$ cat src/sv/u8d_pkg.sv
// ----------------------------------------------------------------------------
// u8d_pkg
// Shared types and constants for the UTF-8 stream decoder.
// ----------------------------------------------------------------------------
package u8d_pkg;

  // Lead byte ranges for two, three and four byte sequences.
  localparam logic [7:0] LEAD2_MIN = 8'hC2;
  localparam logic [7:0] LEAD2_MAX = 8'hDF;
  localparam logic [7:0] LEAD3_MIN = 8'hE0;
  localparam logic [7:0] LEAD3_MAX = 8'hEF;
  localparam logic [7:0] LEAD4_MIN = 8'hF0;
  localparam logic [7:0] LEAD4_MAX = 8'hF4;

  // Mask applied to a byte that is passed through on its own.
  localparam logic [7:0] ASCII_MASK = 8'h7F;

  // Sequence lengths in bytes.
  localparam logic [2:0] LEN1 = 3'd1;
  localparam logic [2:0] LEN2 = 3'd2;
  localparam logic [2:0] LEN3 = 3'd3;
  localparam logic [2:0] LEN4 = 3'd4;

  localparam int CP_W    = 21;
  localparam int ACCUM_W = 18;

  // One decoded result.
  typedef struct packed {
    logic [CP_W-1:0] code_point;
    logic [2:0]      seq_bytes;
    logic            truncated;
  } res_t;

endpackage

$ cat src/sv/u8d_core.sv
// ----------------------------------------------------------------------------
// u8d_core
// Sequence state and combinational decode of one byte per transaction.
// ----------------------------------------------------------------------------
module u8d_core
  import u8d_pkg::*;
(
  input  logic       clk,
  input  logic       rst_n,
  input  logic       take,
  input  logic [7:0] in_byte,
  output logic       res_vld,
  output res_t       res
);

  logic [1:0]         bytes_left_r, bytes_left_nxt;
  logic [2:0]         seen_r, seen_nxt;
  logic [4:0]         lead_r, lead_nxt;
  logic [ACCUM_W-1:0] accum_r, accum_nxt;

  logic [1:0]         conts;
  logic [ACCUM_W-1:0] acc_shift;
  logic [1:0]         left_dec;
  logic [2:0]         seen_inc;
  logic [CP_W-1:0]    lead_part;

  // Next state and result for the byte on the input.
  always_comb begin
    bytes_left_nxt = bytes_left_r;
    seen_nxt       = seen_r;
    lead_nxt       = lead_r;
    accum_nxt      = accum_r;
    res_vld        = 1'b0;
    res            = '0;
    lead_part      = '0;

    acc_shift = {accum_r[ACCUM_W-7:0], in_byte[5:0]};
    left_dec  = bytes_left_r - 2'd1;
    seen_inc  = seen_r + 3'd1;

    // Classify a potential lead byte.
    if (in_byte inside {[LEAD2_MIN:LEAD2_MAX]}) begin
      conts = 2'd1;
    end else if (in_byte inside {[LEAD3_MIN:LEAD3_MAX]}) begin
      conts = 2'd2;
    end else if (in_byte inside {[LEAD4_MIN:LEAD4_MAX]}) begin
      conts = 2'd3;
    end else begin
      conts = 2'd0;
    end

    // Lead bits placed above the payload, by the length actually consumed.
    case (seen_inc)
      LEN2:    lead_part = {10'd0, lead_r[4:0], 6'd0};
      LEN3:    lead_part = {5'd0, lead_r[3:0], 12'd0};
      LEN4:    lead_part = {lead_r[2:0], 18'd0};
      default: lead_part = '0;
    endcase

    if (take) begin
      if (bytes_left_r == 2'd0) begin
        if (conts == 2'd0) begin
          // A byte outside any sequence passes through with its top bit cleared.
          res_vld        = 1'b1;
          res.code_point = {13'd0, in_byte & ASCII_MASK};
          res.seq_bytes  = LEN1;
          res.truncated  = 1'b0;
        end else begin
          // Open a new sequence.
          bytes_left_nxt = conts;
          seen_nxt       = LEN1;
          lead_nxt       = in_byte[4:0];
          accum_nxt      = '0;
        end
      end else if (in_byte == 8'd0 || left_dec == 2'd0) begin
        // The sequence ends here, either in full or cut short by a zero byte.
        res_vld        = 1'b1;
        res.code_point = lead_part | {3'd0, acc_shift};
        res.seq_bytes  = seen_inc;
        res.truncated  = (left_dec != 2'd0);
        bytes_left_nxt = 2'd0;
        seen_nxt       = 3'd0;
        accum_nxt      = '0;
      end else begin
        // Gather one more continuation byte.
        bytes_left_nxt = left_dec;
        seen_nxt       = seen_inc;
        accum_nxt      = acc_shift;
      end
    end
  end

  // Sequence state registers.
  always_ff @(posedge clk) begin
    if (!rst_n) begin
      bytes_left_r <= 2'd0;
      seen_r       <= 3'd0;
    end else begin
      bytes_left_r <= bytes_left_nxt;
      seen_r       <= seen_nxt;
    end
    lead_r  <= lead_nxt;
    accum_r <= accum_nxt;
  end

  // With no sequence open, no byte count is carried.
  a_idle_no_count: assert property (@(posedge clk) disable iff (!rst_n)
    (bytes_left_r == 2'd0) |-> (seen_r == 3'd0))
    else $error("byte count held with no open sequence");

  // An open sequence never spans more than four bytes.
  a_open_len: assert property (@(posedge clk) disable iff (!rst_n)
    (bytes_left_r != 2'd0) |-> (seen_r != 3'd0 && ({1'b0, seen_r} + {2'b0, bytes_left_r}) <= 4'd4))
    else $error("open sequence longer than four bytes");

endmodule

$ cat src/sv/utf8_stream_decoder_top.sv
// ----------------------------------------------------------------------------
// utf8_stream_decoder_top
// UTF-8 byte stream decoder with a two-entry result buffer.
// ----------------------------------------------------------------------------
// One byte is taken per cycle while results are taken; each byte is decoded
// in the cycle it is accepted, and a result, when the byte ends a sequence
// or stands alone, is registered in the output register, or in the skid
// entry if that is held. The output register plus one skid entry let the
// input keep moving while the output is stalled, until one more result is
// waiting in the skid entry; in_stall is then raised and drops again in the
// cycle after the held output is taken. Continuation bytes are not checked;
// a zero byte ends an open sequence early and flags it truncated.
module utf8_stream_decoder_top
  import u8d_pkg::*;
(
  input  logic            clk,
  input  logic            rst_n,
  input  logic            in_valid,
  output logic            in_stall,
  input  logic [7:0]      in_byte,
  output logic            out_valid,
  input  logic            out_stall,
  output logic [CP_W-1:0] out_code_point,
  output logic [2:0]      out_seq_bytes,
  output logic            out_truncated
);

  logic take;
  logic res_vld;
  res_t res;
  logic pop;

  logic out_valid_r;
  res_t out_r;
  logic skid_valid_r;
  res_t skid_r;

  // Input transaction: taken whenever the skid entry is free.
  assign in_stall = skid_valid_r;
  assign take     = in_valid && !skid_valid_r;
  assign pop      = out_valid_r && !out_stall;

  u8d_core u_core (
    .clk     (clk),
    .rst_n   (rst_n),
    .take    (take),
    .in_byte (in_byte),
    .res_vld (res_vld),
    .res     (res)
  );

  // Output register and skid entry.
  always_ff @(posedge clk) begin
    if (!rst_n) begin
      out_valid_r  <= 1'b0;
      skid_valid_r <= 1'b0;
    end else if (skid_valid_r) begin
      if (pop) begin
        out_r        <= skid_r;
        skid_valid_r <= 1'b0;
      end
    end else if (res_vld) begin
      if (!out_valid_r || pop) begin
        out_r       <= res;
        out_valid_r <= 1'b1;
      end else begin
        skid_r       <= res;
        skid_valid_r <= 1'b1;
      end
    end else if (pop) begin
      out_valid_r <= 1'b0;
    end
  end

  assign out_valid      = out_valid_r;
  assign out_code_point = out_r.code_point;
  assign out_seq_bytes  = out_r.seq_bytes;
  assign out_truncated  = out_r.truncated;

  // The skid entry is only ever filled behind a held output.
  a_skid_behind_out: assert property (@(posedge clk) disable iff (!rst_n)
    skid_valid_r |-> out_valid_r)
    else $error("skid entry valid with empty output register");

  // A result that meets a stalled output waits in the skid entry.
  a_stall_on_full: assert property (@(posedge clk) disable iff (!rst_n)
    (out_valid_r && out_stall && res_vld) |=> skid_valid_r)
    else $error("result lost while output stalled");

  // A truncated sequence is two or three bytes long.
  a_trunc_len: assert property (@(posedge clk) disable iff (!rst_n)
    (out_valid_r && out_r.truncated) |-> (out_r.seq_bytes == LEN2 || out_r.seq_bytes == LEN3))
    else $error("truncated flag with impossible length");

  // A single-byte result is always seven bits wide.
  a_single_ascii: assert property (@(posedge clk) disable iff (!rst_n)
    (out_valid_r && out_r.seq_bytes == LEN1) |-> (out_r.code_point[CP_W-1:7] == '0))
    else $error("single byte result wider than seven bits");

endmodule
$ cat config.mk
export PLATFORM = sky130hd
export DESIGN_NAME = utf8_stream_decoder_top
export DESIGN_NICKNAME = d
export VERILOG_FILES = /design/src/sv/u8d_pkg.sv /design/src/sv/u8d_core.sv /design/src/sv/utf8_stream_decoder_top.sv
export SDC_FILE = /design/constraint.sdc
export NUM_CORES = 1
export LEC_CHECK = 0
export BUFFER_PORTS_ARGS = -buffer_cell sky130_fd_sc_hd__buf_4
export CORE_MARGIN = 2
export CORE_UTILIZATION = 60
export CTS_BUF_LIST = sky130_fd_sc_hd__clkbuf_4
export DETAILED_ROUTE_END_ITERATION = 7
export HOLD_SLACK_MARGIN = 0.12
export PLACE_DENSITY = 0.87
export SYNTH_ARGS = -nofsm -noshare
export SYNTH_HDL_FRONTEND = slang
export SYNTH_SLANG_ARGS = --single-unit
$ cat constraint.sdc
create_clock -name clk -period 5.2 [get_ports clk]
set_input_delay 0.52 -clock clk [delete_from_list [all_inputs] [get_ports clk]]
set_output_delay 0.52 -clock clk [all_outputs]
set_load 0.02 [all_outputs]
==> metrics.txt, run 1 <==
Setup WS post-layout=2.087 ns; nets@finish=293; Syn Nets=253; DP Worst Slack=1.910 ns; status=complete, no violations; Worst Path Required=5.51 ns; diodes inserted=0; most common cell in the netlist=edfxtp_1; H-tree lvl count=3; Final Hold Fails=0; PwrDens=346.3 nW/um^2; vias in the first global route=2042; R2R depth=4; Slew headroom=28.73%; # Max-Cap Violations=0; Die H=78.19 um; global-route wire length before repair=10040 um; area occupied by multi-input gates=1065 um^2; number of distinct library cells after synthesis=52; I/O pins=39; Area contributors post-synth=edfxtp_1 61%, dfxtp_1 4.2%, a21o_1 3.0%; Hold/Removal Path Class=primary input to flop; Non-Filler Instances=352; post-detailed-route wirelength per cell=17.42 um; die span in x=78.19 um; WHS Path Cells=1; die area=6113 um^2; CTS max path bufs=2; CP endpoint kind=flop; initial core utilization=61.09%; Area growth syn-to-layout=14.44%; Worst Clk Skew=0.02599 ns; Hold Crit Start=in_byte[0]; RSZ-0062 raised after global routing=false; drt pass-1 iters=5; Max Slew Vio Count=0; IO Port Bufs=38; sequential cell area fraction in the yosys report=65.18%; antenna viol nets, final=0; Num CTS Buffers=9; hold buffers post-CTS=0; Avg Cell Area, Syn=14.05 um^2; CTS root buffer=clkbuf_4; DR vias=2139; min Tclk post-route=3.113 ns; Layout fillers=389; Post-synth top cells=67 x edfxtp_1, 15 x nand2_1, 13 x a21o_1; postcts setup bufs=0; vias per inst=6.077; Worst-Skew Late Latency=0.40 ns; Fmax achieved=321.2 MHz; gr usage total=21.72%; reg2reg end=u_core.seen_r[1]; Detail Placement HPWL=4195 um; routed wire length=6133 um; CTS tree=built; Synth top area share=60.93%; endpoints failing setup=0; fin crit share=59.87%; worst-path cell chain=nor2b_1, nand2_1, o31ai_4, o32ai_1; Worst-Margin Slew=1.068 ns; crit start category=flop; critical path arrival=3.43 ns; Initial DRC Count=165; # DRC=0; P_leak=1.453 nW; cts repair resizes=0; Worst Hold End=u_core.lead_r[0]; Sink Count=74; Rows=27; gr ovfl total=0; Cell Area, Synth=3302 um^2; worst setup path class=flop to flop; Core Region=5405 um^2; CP peak stage delay=1.04 ns; Max VDD drop=0.0002053 V; Max FO, Critical Path=31; Cells after DPL=336; TNS Setup=0 ns; layout cells sized above 1=27.14%; R2R setup slack=2.09 ns; worst r2r src=in_stall; warnings from Yosys=0; Gate Count Post-Synth=235; Sequential cell area=2152 um^2; clock slew seen by the registers of the worst setup and hold paths=0.13 ns; Synth area leader=edfxtp_1; GPL Wtd Cong=0.9752; pin count of the biggest net entering global routing=32; slowest cell on the critical path=dfxtp_1; Post-synth EDFFs=67; initial antenna violation count=0; Primary FF master, synth=edfxtp_1; synthesized flop and latch total=74; share of flip-flops with an asynchronous set or reset=0%
[per-layer routing]
layer	global-route usage (%)	up-vias	share of wire, %
met5	0	-	0
met4	9.123	0	1.5
met3	3.908	16	5.3
met2	35.78	89	51
met1	28.71	1023	42
li1	-	1011	-
[sequential cells by signal (all words and copies together), names as in the netlist]
register             flops
u_core.lead_r            5
u_core.accum_r          12
out_valid                1
in_stall                 1
out_seq_bytes            3
u_core.seen_r            3
out_code_point          21
u_core.bytes_left_r      2
out_truncated            1
skid_r                  25
[report_power, final]
group,switching [W],internal [W]
combinational,0.000159,0.0000797
sequential,0.0000215,0.000704
clock,0.000188,0.000156
total,0.000369,0.000940
[cells by family after synthesis]
group / count (synthesis) / synth area share [%]
flops: 74 / 65.18
simple gates: 73 / 14.36
compound gates: 60 / 14.74
buf+inv: 21 / 3.183
fa+ha+maj: 6 / 2.274
xor+xnor: 1 / 0.2653
[worst max path at each step]
stage | startpoint | to | slack (ns) | cells past startpoint
after floorplan | in_byte[0] | out_code_point[0] | 1.40 | 4
after global placement | in_byte[0] | out_code_point[8] | 1.99 | 5
after detailed placement | in_byte[0] | out_code_point[6] | 1.91 | 5
after CTS | in_stall | u_core.seen_r[1] | 2.06 | 4
after global routing | in_stall | u_core.seen_r[1] | 1.79 | 4
final | in_stall | u_core.seen_r[1] | 2.09 | 4
[cells in the final DEF (no fill, tap or decap), types with 2 or more instances in the layout]
cell type   n
a21o_1     13
a22o_1      4
a31oi_1     9
a32o_1      3
and2_1      4
and3_1     11
buf_4      39
clkbuf_4   11
dfxtp_1     7
edfxtp_1   67
ha_1        6
inv_1      11
nand2_1    15
nand3_1     2
nand4_1     3
nor2_1      5
nor3_1      8
nor3_2      8
nor3_4      3
nor4_1      3
o211a_1     3
o211ai_1    2
o21ai_0     3
o31ai_1     7
o32ai_1     2
or3_1       2
[through the flow]
stage | util, % | instance area [um^2] | hold WS, ns | power, W
CTS | 69.77 | 3771 | 0.3193 | 0.001315
finish | 69.91 | 3779 | 0.3460 | 0.001309
floorplan | - | 3302 | 0.4721 | 0.0009037
global placement | 67.22 | 3633 | 0.4828 | 0.0009674
detailed placement | 67.22 | 3633 | 0.4888 | 0.0009762
global route | 69.91 | 3779 | 0.3127 | 0.001361
[cell type report]
| class | instances | area share [%] |
|---|---|---|
| Tap cell | 72 | 2.384 |
| Clock buffer | 11 | 2.185 |
| Multi-Input combinational cell | 140 | 28.18 |
| Sequential cell | 74 | 56.95 |
| Timing Repair Buffer | 39 | 7.748 |
| Clock inverter | 5 | 1.457 |
| Inverter | 11 | 1.093 |
[worst max-delay path, delay by kind of cell (launching register included)]
kind,cells,cell delay (ns)
and+or+nand+nor,2,1.24
DFF,1,1.04
AOI/OAI and AO/OA,2,0.74
Power figures use the tool's default switching activity.
==> inputs of run 2 (changes only) <==
--- a/config.mk
+++ b/config.mk
@@ -5,6 +5,7 @@
 export SDC_FILE = /design/constraint.sdc
 export NUM_CORES = 1
 export LEC_CHECK = 0
+export ABC_AREA = 1
 export BUFFER_PORTS_ARGS = -buffer_cell sky130_fd_sc_hd__buf_4
 export CORE_MARGIN = 2
 export CORE_UTILIZATION = 60
==> constraint.sdc (replaced) <==
create_clock -name clk -period 3.15 [get_ports clk]
set_input_delay 0.315 -clock clk [delete_from_list [all_inputs] [get_ports clk]]
set_output_delay 0.315 -clock clk [all_outputs]
set_load 0.02 [all_outputs]
==> metrics.txt, run 2 <==
status=complete, no violations; Worst-Skew Late Latency=0.41 ns (about the same); CTS root buffer=clkbuf_4; initial core utilization=62.51% (+1.4 points); Initial DRC Count=186 (+13%); leading cell type in the layout, fill and taps excluded=edfxtp_1; die span in x=77.18 um (-1.3%); Rows=26 (-3.7%); I/O pins=39 (unchanged); Max FO, Critical Path=21 (-32%); crit start category=primary input; Synth Area in Simple Gates=17.60% (+3.2 points); synthesized flop and latch total=74 (unchanged); Detail Placement HPWL=4382 um (+4.5%); Area contributors post-synth=edfxtp_1 63%, nand2_1 6.9%, nor2_1 6.4%; TNS Setup=0 ns (unchanged); share of flip-flops with an asynchronous set or reset=0% (unchanged); PwrDens=558.5 nW/um^2 (+61%); most common cell in the netlist=edfxtp_1; Post-synth top cells=67 x edfxtp_1, 59 x nand2_1, 55 x nor2_1; vias in the first global route=2162 (+5.9%); diodes inserted=0 (unchanged); Num CTS Buffers=9 (unchanged); Slew headroom=67.29% (+39 points); CP endpoint kind=flop; Max VDD drop=0.0003292 V (+60%); postcts setup bufs=0 (unchanged); Worst Clk Skew=0.01015 ns (-0.01584 ns); initial antenna violation count=0 (unchanged); Core Region=5140 um^2 (-4.9%); routed wire length=6190 um (+0.93%); Fmax achieved=428.3 MHz; Primary FF master, synth=edfxtp_1; Post-synth EDFFs=67 (unchanged); Die H=77.18 um (-1.3%); Cell Area, Synth=3213 um^2 (-2.7%); min Tclk post-route=2.335 ns; # DRC=0 (unchanged); warnings from Yosys=0 (unchanged); XOR/XNOR Fraction of Synth Area=0.2726% (+0.0073 points); Synth top area share=62.62% (+1.7 points); # Max-Cap Violations=0 (unchanged); sequential cell area fraction in the yosys report=66.98% (+1.8 points); worst setup path class=primary input to flop; Setup WS post-layout=0.8152 ns (-1.272 ns); CP peak stage delay=0.53 ns (-0.51 ns); die area=5957 um^2 (-2.6%); Synth area leader=edfxtp_1; gr ovfl total=0 (unchanged); worst-path cell chain=dlygate4sd3_1, buf_4, nor2_1, nand2_1, nor2_4, nor2_2, nor2_2, nand3_1, nor2_2, buf_4; Buf+Inv Stages, Crit Path=3 (+3); main combinational cell family by area after synthesis=simple AND/OR/NAND/NOR gates; Gate Count Post-Synth=306 (+30%); Most flops, register=skid_r; Largest delay share family, worst path=simple AND/OR/NAND/NOR gates; nets@finish=373 (+27%); vias per inst=5.165 (-15%); post-detailed-route wirelength per cell=14.40 um (-17%); cell mode on critical path=nor2_2; Sink Count=74 (unchanged); critical path arrival=2.43 ns (-1.00 ns); compound-gate portion of the synthesized area=6.231% (-8.5 points); gr usage total=22.79% (+1.1 points); antenna viol nets, final=0 (unchanged); Max Slew Vio Count=0 (unchanged); Adder-Cell Fraction of Synth Area=2.336% (+0.063 points); fin crit share=74.12%; H-tree lvl count=3 (unchanged); clock slew seen by the registers of the worst setup and hold paths=0.11 ns (-0.02 ns); most frequent cells in the layout=67 x edfxtp_1, 59 x nand2_1, 54 x nor2_1; DR vias=2221 (+3.8%); slowest cell on the critical path=dlygate4sd3_1; Hold/Removal Path Class=primary input to flop; endpoints failing setup=0 (unchanged); Final Hold Fails=0 (unchanged); global-route wire length before repair=10230 um (+1.9%); drt pass-1 iters=5 (unchanged); Syn Nets=324 (+28%); Worst-Margin Slew=0.4888 ns (-0.5788 ns); DP Worst Slack=0.9099 ns (-1.000 ns); pin count of the biggest net entering global routing=30 (-6.3%); CTS tree=built; CTS max path bufs=2 (unchanged); IO Port Bufs=38 (unchanged); Worst Path Required=3.24 ns (-2.27 ns); max reg flops=25 (unchanged); Avg Cell Area, Syn=10.50 um^2 (-25%); P_leak=1.545 nW (+6.3%); layout cells sized above 1=17.78% (-9.4 points); GPL Wtd Cong=0.9260 (-5.0%); RSZ-0062 raised after global routing=false; Area growth syn-to-layout=16.74%; number of distinct library cells after synthesis=26 (-50%); post-synthesis mux area share=0% (unchanged)
==> run 2: layout make-up <==
cell class	count	area, um^2
Sequential cell	74	2152
Fill cell	383	1389
Multi-Input combinational cell	180	855.8
Timing Repair Buffer	46	357.8
Inverter	44	165.2
Tap cell	70	87.58
Clock buffer	10	75.07
Clock inverter	6	57.56
==> run 2: cells by family after synthesis <==
family / Yosys count
buffers and inverters: 52
XOR/XNOR: 1
AO/OA/AOI/OAI: 37
AND/OR/NAND/NOR: 136
flip-flops: 74
adder cells (fa/ha/maj): 6
==> run 2: final timing paths <==
kind	start	endpoint	slack (ns)	cells past startpoint
worst max-delay path	in_byte[4]	skid_r[15]	0.82	10
worst min-delay path	rst_n	u_core.bytes_left_r[0]	0.18	3
worst max register to register	u_core.bytes_left_r[0]	skid_r[15]	0.89	8
worst min register to register	skid_r[3]	out_seq_bytes[2]	0.54	2
==> run 2: tightest hold or removal path, delay by kind of cell <==
kind / cells / cell delay, ns
simple gates: 2 / 0.09
buf+inv: 1 / 0.14
==> run 2: timing repair <==
action,4_1_cts,5_1_grt
hold buffers,5,0
resized for setup,0,0
endpoints found under the hold margin,5,0
==> run 2: through the flow <==
stage | area, um^2 | utilization, % | hold slack (ns) | power [W] | cells
3_5_place_dp | 3568 | 69.43 | 0.5132 | 0.001546 | 409
5_1_grt | 3751 | 72.98 | 0.1473 | 0.002198 | 430
3_3_place_gp | 3568 | 69.43 | 0.4998 | 0.001530 | 409
6_report | 3751 | 72.98 | 0.1751 | 0.002095 | 430
4_1_cts | 3751 | 72.98 | 0.1565 | 0.002103 | 430
2_1_floorplan | 3213 | - | 0.4139 | 0.001431 | 306
==> run 2: metal layers <==
metal | global-route usage [%] | part of all wire, %
met1 | 27.99 | 41
met3 | 4.235 | 5.8
met5 | 0 | 0
met2 | 38.26 | 50
met4 | 12.14 | 2.4
==> run 2: power breakdown <==
group          total, W  switching, W  internal (W)
Combinational  0.000352      0.000239      0.000113
Sequential      0.00118     0.0000238       0.00115
Clock          0.000565      0.000320      0.000245
